==> src/hw/rtl/tlptw_pkg.sv <==
// tlptw_pkg: sizes, codes, descriptor constants and control/status structs
// for the three-level page-table walker; no dependencies
`default_nettype none

package tlptw_pkg;

    localparam int TABLE_PAGES       = 16;
    localparam int ENTRIES_PER_TABLE = 512;
    localparam int PAGE_W            = $clog2(TABLE_PAGES);
    localparam int IDX_W             = $clog2(ENTRIES_PER_TABLE);
    localparam int ADDR_W            = PAGE_W + IDX_W;
    localparam int STORE_DEPTH       = TABLE_PAGES * ENTRIES_PER_TABLE;

    localparam int CMD_W      = 2;
    localparam int VA_W       = 39;
    localparam int TPAGE_W    = 4;
    localparam int EIDX_W     = 9;
    localparam int DESC_W     = 64;
    localparam int PROT_W     = 3;
    localparam int STATUS_W   = 3;
    localparam int PPN_W      = 36;
    localparam int ROOT_W     = 4;
    localparam int CFG_IDX_W  = 1;
    localparam int CFG_DATA_W = 36;

    localparam logic [CFG_IDX_W-1:0] CFG_ROOT_TABLE_PAGE = 1'd0;
    localparam logic [CFG_IDX_W-1:0] CFG_STORE_BASE_PAGE = 1'd1;

    localparam logic [DESC_W-1:0] ADDR_FIELD = 64'h0000_FFFF_FFFF_F000;
    localparam logic [DESC_W-1:0] DESC_TABLE = 64'h3;
    localparam logic [DESC_W-1:0] ATTR_AF    = 64'h1 << 10;
    localparam logic [DESC_W-1:0] ATTR_SH    = 64'h3 << 8;
    localparam logic [DESC_W-1:0] ATTR_USER  = 64'h1 << 6;
    localparam logic [DESC_W-1:0] ATTR_RO    = 64'h1 << 7;
    localparam logic [DESC_W-1:0] ATTR_NG    = 64'h1 << 11;
    localparam logic [DESC_W-1:0] ATTR_UXN   = 64'h1 << 54;

    typedef enum logic [CMD_W-1:0] {
        CMD_WRITE = 2'd0,
        CMD_WALK  = 2'd1,
        CMD_PROT  = 2'd2,
        CMD_CLEAR = 2'd3
    } cmd_t;

    typedef enum logic [STATUS_W-1:0] {
        ST_OK    = 3'd0,
        ST_L1    = 3'd1,
        ST_L2    = 3'd2,
        ST_LEAF  = 3'd3,
        ST_RANGE = 3'd4
    } status_t;

    typedef enum logic [2:0] {
        S_CLEAR,
        S_IDLE,
        S_WRITE,
        S_RANGE,
        S_LVL1,
        S_LVL2,
        S_LVL3
    } state_t;

    typedef enum logic [1:0] {
        RD_ROOT,
        RD_LVL2,
        RD_LVL3
    } rd_sel_t;

    typedef enum logic [1:0] {
        WR_ENTRY,
        WR_PROT,
        WR_ZERO
    } wr_sel_t;

    typedef enum logic [1:0] {
        RES_ZERO,
        RES_VALUE,
        RES_LEAF,
        RES_PROT
    } res_sel_t;

    typedef struct packed {
        logic     capture;
        logic     rd_en;
        rd_sel_t  rd_sel;
        logic     wr_en;
        wr_sel_t  wr_sel;
        logic     clr_en;
        logic     res_load;
        status_t  res_status;
        res_sel_t res_sel;
    } ctl_t;

    typedef struct packed {
        cmd_t in_cmd;
        cmd_t cmd;
        logic root_bad;
        logic tpage_bad;
        logic desc_table;
        logic desc_in_range;
        logic leaf_valid;
        logic clr_last;
    } stat_t;

    function automatic logic [DESC_W-1:0] prot_bits(input logic [PROT_W-1:0] p);
        logic [DESC_W-1:0] d;
        d = DESC_TABLE | ATTR_AF | ATTR_SH | ATTR_NG;
        if (p != '0)
        begin
            d = d | ATTR_USER;
        end
        if (!p[1])
        begin
            d = d | ATTR_RO;
        end
        if (!p[2])
        begin
            d = d | ATTR_UXN;
        end
        return d;
    endfunction

endpackage

`default_nettype wire

==> src/hw/rtl/tlptw_ctrl.sv <==
// tlptw_ctrl: sequencer for the walker; clearing pass, level reads,
// leaf write-back and result register handshake; depends on tlptw_pkg
`default_nettype none

module tlptw_ctrl
    import tlptw_pkg::*;
(
    input  wire   clk,
    input  wire   rst_n,
    input  wire   req_valid,
    output logic  req_ready,
    output logic  rsp_valid,
    input  wire   rsp_ready,
    input  stat_t stat,
    output ctl_t  ctl
);

    state_t state_reg;
    state_t state_next;
    logic   rsp_valid_reg;
    logic   rsp_valid_next;
    logic   out_free;

    assign out_free  = !rsp_valid_reg || rsp_ready;
    assign rsp_valid = rsp_valid_reg;
    assign req_ready = (state_reg == S_IDLE);

    always_comb
    begin
        state_next = state_reg;
        unique case (state_reg)
            S_CLEAR:
            begin
                if (stat.clr_last)
                begin
                    state_next = S_IDLE;
                end
            end
            S_IDLE:
            begin
                if (req_valid)
                begin
                    if (stat.in_cmd == CMD_WRITE)
                    begin
                        state_next = S_WRITE;
                    end
                    else if (stat.root_bad)
                    begin
                        state_next = S_RANGE;
                    end
                    else
                    begin
                        state_next = S_LVL1;
                    end
                end
            end
            S_WRITE, S_RANGE, S_LVL3:
            begin
                if (out_free)
                begin
                    state_next = S_IDLE;
                end
            end
            S_LVL1:
            begin
                if (stat.desc_table && stat.desc_in_range)
                begin
                    state_next = S_LVL2;
                end
                else if (out_free)
                begin
                    state_next = S_IDLE;
                end
            end
            S_LVL2:
            begin
                if (stat.desc_table && stat.desc_in_range)
                begin
                    state_next = S_LVL3;
                end
                else if (out_free)
                begin
                    state_next = S_IDLE;
                end
            end
            default:
            begin
                state_next = S_IDLE;
            end
        endcase
    end

    always_comb
    begin
        ctl            = '0;
        ctl.rd_sel     = RD_ROOT;
        ctl.wr_sel     = WR_ENTRY;
        ctl.res_status = ST_OK;
        ctl.res_sel    = RES_ZERO;
        unique case (state_reg)
            S_CLEAR:
            begin
                ctl.clr_en = 1'b1;
            end
            S_IDLE:
            begin
                if (req_valid)
                begin
                    ctl.capture = 1'b1;
                    // level-one read goes out straight from the input payload
                    if (stat.in_cmd != CMD_WRITE && !stat.root_bad)
                    begin
                        ctl.rd_en  = 1'b1;
                        ctl.rd_sel = RD_ROOT;
                    end
                end
            end
            S_WRITE:
            begin
                if (out_free)
                begin
                    ctl.res_load = 1'b1;
                    if (stat.tpage_bad)
                    begin
                        ctl.res_status = ST_RANGE;
                        ctl.res_sel    = RES_ZERO;
                    end
                    else
                    begin
                        ctl.wr_en      = 1'b1;
                        ctl.wr_sel     = WR_ENTRY;
                        ctl.res_status = ST_OK;
                        ctl.res_sel    = RES_VALUE;
                    end
                end
            end
            S_RANGE:
            begin
                if (out_free)
                begin
                    ctl.res_load   = 1'b1;
                    ctl.res_status = ST_RANGE;
                end
            end
            S_LVL1, S_LVL2:
            begin
                if (stat.desc_table && stat.desc_in_range)
                begin
                    ctl.rd_en  = 1'b1;
                    ctl.rd_sel = (state_reg == S_LVL1) ? RD_LVL2 : RD_LVL3;
                end
                else if (out_free)
                begin
                    ctl.res_load = 1'b1;
                    if (!stat.desc_table)
                    begin
                        ctl.res_status = (state_reg == S_LVL1) ? ST_L1 : ST_L2;
                    end
                    else
                    begin
                        ctl.res_status = ST_RANGE;
                    end
                end
            end
            S_LVL3:
            begin
                if (out_free)
                begin
                    ctl.res_load = 1'b1;
                    if (!stat.leaf_valid)
                    begin
                        ctl.res_status = ST_LEAF;
                    end
                    else
                    begin
                        ctl.res_status = ST_OK;
                        case (stat.cmd)
                            CMD_WALK:
                            begin
                                ctl.res_sel = RES_LEAF;
                            end
                            CMD_PROT:
                            begin
                                ctl.wr_en   = 1'b1;
                                ctl.wr_sel  = WR_PROT;
                                ctl.res_sel = RES_PROT;
                            end
                            CMD_CLEAR:
                            begin
                                ctl.wr_en   = 1'b1;
                                ctl.wr_sel  = WR_ZERO;
                                ctl.res_sel = RES_ZERO;
                            end
                            default:
                            begin
                                ctl.res_sel = RES_ZERO;
                            end
                        endcase
                    end
                end
            end
            default:
            begin
                ctl.clr_en = 1'b0;
            end
        endcase
    end

    always_comb
    begin
        rsp_valid_next = rsp_valid_reg;
        if (ctl.res_load)
        begin
            rsp_valid_next = 1'b1;
        end
        else if (rsp_ready)
        begin
            rsp_valid_next = 1'b0;
        end
    end

    always_ff @(posedge clk or negedge rst_n)
    begin
        if (!rst_n)
        begin
            state_reg     <= S_CLEAR;
            rsp_valid_reg <= 1'b0;
        end
        else
        begin
            state_reg     <= state_next;
            rsp_valid_reg <= rsp_valid_next;
        end
    end

endmodule

`default_nettype wire

==> config.mk <==
export PLATFORM = sky130hd
export DESIGN_NAME = tlptw_ctrl
export DESIGN_NICKNAME = d
export VERILOG_FILES = /design/src/hw/rtl/tlptw_pkg.sv /design/src/hw/rtl/tlptw_ctrl.sv
export SDC_FILE = /design/constraint.sdc
export NUM_CORES = 1
export LEC_CHECK = 0
export BUFFER_PORTS_ARGS = -buffer_cell sky130_fd_sc_hd__buf_2
export CAP_MARGIN = 0
export CORE_UTILIZATION = 35
export CTS_CLUSTER_SIZE = 14
export DETAILED_ROUTE_END_ITERATION = 7
export PLACE_DENSITY = 0.68
export SYNTH_ARGS = -nofsm -noshare
export SYNTH_HDL_FRONTEND = slang
export SYNTH_SLANG_ARGS = --single-unit
==> constraint.sdc <==
create_clock -name clk -period 1.2 [get_ports clk]
set_input_delay 0.12 -clock clk [delete_from_list [all_inputs] [get_ports clk]]
set_output_delay 0.12 -clock clk [all_outputs]
set_load 0.02 [all_outputs]
==> out/qor.csv <==
metric,value,unit
maxCapViolations,0,
final.min_clock_period,1.43,ns
cts_made_buffers,3,
netlist_top_cells_count,"sky130_fd_sc_hd__nor2_1, sky130_fd_sc_hd__nand2_1, sky130_fd_sc_hd__a21oi_1",
hold_class,in -> reg,
max_reg_flops,3,
global_route_met3_utilization,0.0479,
cts.path.max_buffers,2,
grt_first_pass_wirelength,2.73,mm
grt_setup_unrepaired,true,
core-area,0.00137,mm2
finish_stage_setup_viols,18,
crit_fanout,6,
cp.required,1.08,ns
timing.rr.end,state_reg[0]$_DFFE_PN0P_,
postSynth.asyncResetShare,1.00,
number_of_antenna_violations_at_the_first_check_in_global_routing,0,
dpl_hpwl,1.13,mm
synth.area.top_cells,"sky130_fd_sc_hd__dfrtp_1, sky130_fd_sc_hd__nor2_1, sky130_fd_sc_hd__ha_1",
synth_sequential_area_ratio,0.185,
utilization,0.815,
timing.fmax,699,MHz
max_slew_margin,0.799,
min_to,state_reg[0]$_DFFE_PN0P_,
clock_insertion_delay_worst_skew,0.24,ns
syn-mean-instance-area,7.04,um2
yosysWarnings,0,
die_height,41.3,um
timing.hold.ws,0.117,ns
h-tree-depth,1,
starting_density,0.397,
syn_to_final_growth,106,%
power_density,2290,mW/mm2
grt_util_met1,0.285,
detail_route.wirelength,1.90,mm
final_layout_size_suffix_gt1_frac,0.680,
yosys.cell_types.count,32,
finish.cell_count_without_fillers,140,
timing.reg2reg.worst_path_depth,6,
grt_start_max_net_pins,7,
worst_path_max_delay_cell,sky130_fd_sc_hd__dfrtp_2,
clock-sinks,4,
num-nets-final,144,
area.sequential,103,um2
finalHoldViolations,0,
grt_usage,0.242,
clock-skew-final,0.00952,ns
rows,13,
failing_checks,negative setup slack,
finalSetupTns,-3.11,ns
global_route.usage.met2,0.465,
detailedRoute.firstPassIterationCount,4,
worst_pin_slew,0.300,ns
die_width,41.3,um
cts.reportedPaths.clkPinSlew,0.03,ns
multi_input_area,522,um2
via_count_of_the_first_global_routing_pass,672,
worst-path-buf-inv,2,
critical_path.startpoint_type,register,
viasPerCell,5.36,
worst_setup_path_end_kind,primary output,
cts_tree,done,
synth_top_flop_cell,sky130_fd_sc_hd__dfrtp_1,
post-layout-total-power,2.55,mW
antenna-diode-count,0,
via_count,751,
post-route-drc-count,0,
synthesis.nets,94,
yosysMostFrequentCell,sky130_fd_sc_hd__nor2_1,
n_fill_cell,92,
worstReg2RegStart,state_reg[1]$_DFFE_PN0P_,
post-place-cells,127,
synthCells,77,
most_used_layer_global_route,met2,
maxSlewViolCount,0,
run_status,"finished, violations left",
min_from,stat[0],
buffer_ports.inserted,29,
worst-endpoint-arrival,1.31,ns
yosys_register_bits,4,
crit_chain,buf_6 > a2111oi_4 > buf_4,
design.die.area,0.00171,mm2
synth.top_cell.area_share,0.185,
total_leakage_power,0.506,nW
ff2ff_setup_slack,-0.14,ns
yosysTopAreaCell,sky130_fd_sc_hd__dfrtp_1,
setup_slack_after_layout,-0.230,ns
routed_wire_length_per_instance,13.6,um
timing.hold.worst_path_depth,3,
crit_family,flip-flops,
drt_first_iter_violations,15,
design.portCount,30,
slowest_delay,0.47,ns
path_class,reg -> out,
final.period_utilization,1.19,
postRouteAntennaNets,0,
cell_at_the_root_of_the_clock_tree,sky130_fd_sc_hd__clkbuf_4,
global_route.overflow_total,0,
gp_congestion,0.786,
edff_count_synth,0,
post_synth_instance_area,542,um2
irDropWorstVdd,0.00147,V
## power by group
part           internal [mW]  switching [mW]
combinational           1.06            1.02
clock                  0.112          0.0561
sequential             0.203           0.106
total                   1.37            1.18
## how the worst max path moves through the flow
stage                                   startpoint                  endpoint  cells past startpoint  slack [ns]
final                     state_reg[1]$_DFFE_PN0P_                    ctl[2]                      3       -0.23
after global routing      state_reg[1]$_DFFE_PN0P_                    ctl[2]                      3       -0.28
after CTS                 state_reg[1]$_DFFE_PN0P_                    ctl[2]                      3       -0.23
after detailed placement  state_reg[2]$_DFFE_PN0P_  state_reg[0]$_DFFE_PN0P_                      5       -0.13
after global placement    state_reg[2]$_DFFE_PN0P_  state_reg[0]$_DFFE_PN0P_                      5       -0.11
after floorplan           state_reg[2]$_DFFE_PN0P_  state_reg[0]$_DFFE_PN0P_                      5       -0.06
## final cells by class
type                            count  share of cell area
Sequential cell                     4              0.0921
Tap cell                           15              0.0169
Inverter                            4              0.0135
Timing Repair Buffer               51               0.389
Clock buffer                        3              0.0202
Multi-Input combinational cell     63               0.469
## routing by layer
metal  wire (um)  vias up
li1            -      361
met3          69        0
met4           0        0
met5           0        -
met2        1020       29
met1         812      361
## per-stage QoR
stage	setup WS (ns)	area, um2
finish	-0.230	1110
global route	-0.278	1110
CTS	-0.234	1050
detailed placement	-0.129	778
global placement	-0.111	778
floorplan	-0.0552	584
## cell families after synthesis
group,Yosys count,synth area share
and+or+nand+nor,41,0.379
buffers and inverters,10,0.127
AOI/OAI and AO/OA,19,0.240
DFF,4,0.185
adders and majority gates,3,0.0693
## worst min-delay path, stage by stage
cell	delay [ns]
sky130_fd_sc_hd__buf_2	0.09
sky130_fd_sc_hd__inv_1	0.04
sky130_fd_sc_hd__a32oi_1	0.05
## what timing repair did
action | 4_1_cts | 5_1_grt
hold buffers | 1 | 0
setup endpoints to repair | 18 | 18
pin swaps | 11 | 8
endpoints found under the hold margin | 4 | 0
setup buffers | 9 | 1
gates resized for setup | 54 | 17
## placed cells by master, fill, tap and decap left out, types with 3 or more instances in the layout
| cell | instances |
|---|---|
| sky130_fd_sc_hd__buf_6 | 22 |
| sky130_fd_sc_hd__buf_2 | 14 |
| sky130_fd_sc_hd__buf_4 | 14 |
| sky130_fd_sc_hd__nand2_1 | 7 |
| sky130_fd_sc_hd__nor2_1 | 6 |
| sky130_fd_sc_hd__nor2_4 | 5 |
| sky130_fd_sc_hd__nor2_2 | 4 |
| sky130_fd_sc_hd__inv_1 | 3 |
| sky130_fd_sc_hd__a21oi_1 | 3 |
| sky130_fd_sc_hd__a21oi_2 | 3 |
| sky130_fd_sc_hd__ha_1 | 3 |
| sky130_fd_sc_hd__clkbuf_4 | 3 |
Note: power is estimated with default switching activity, not from simulation.
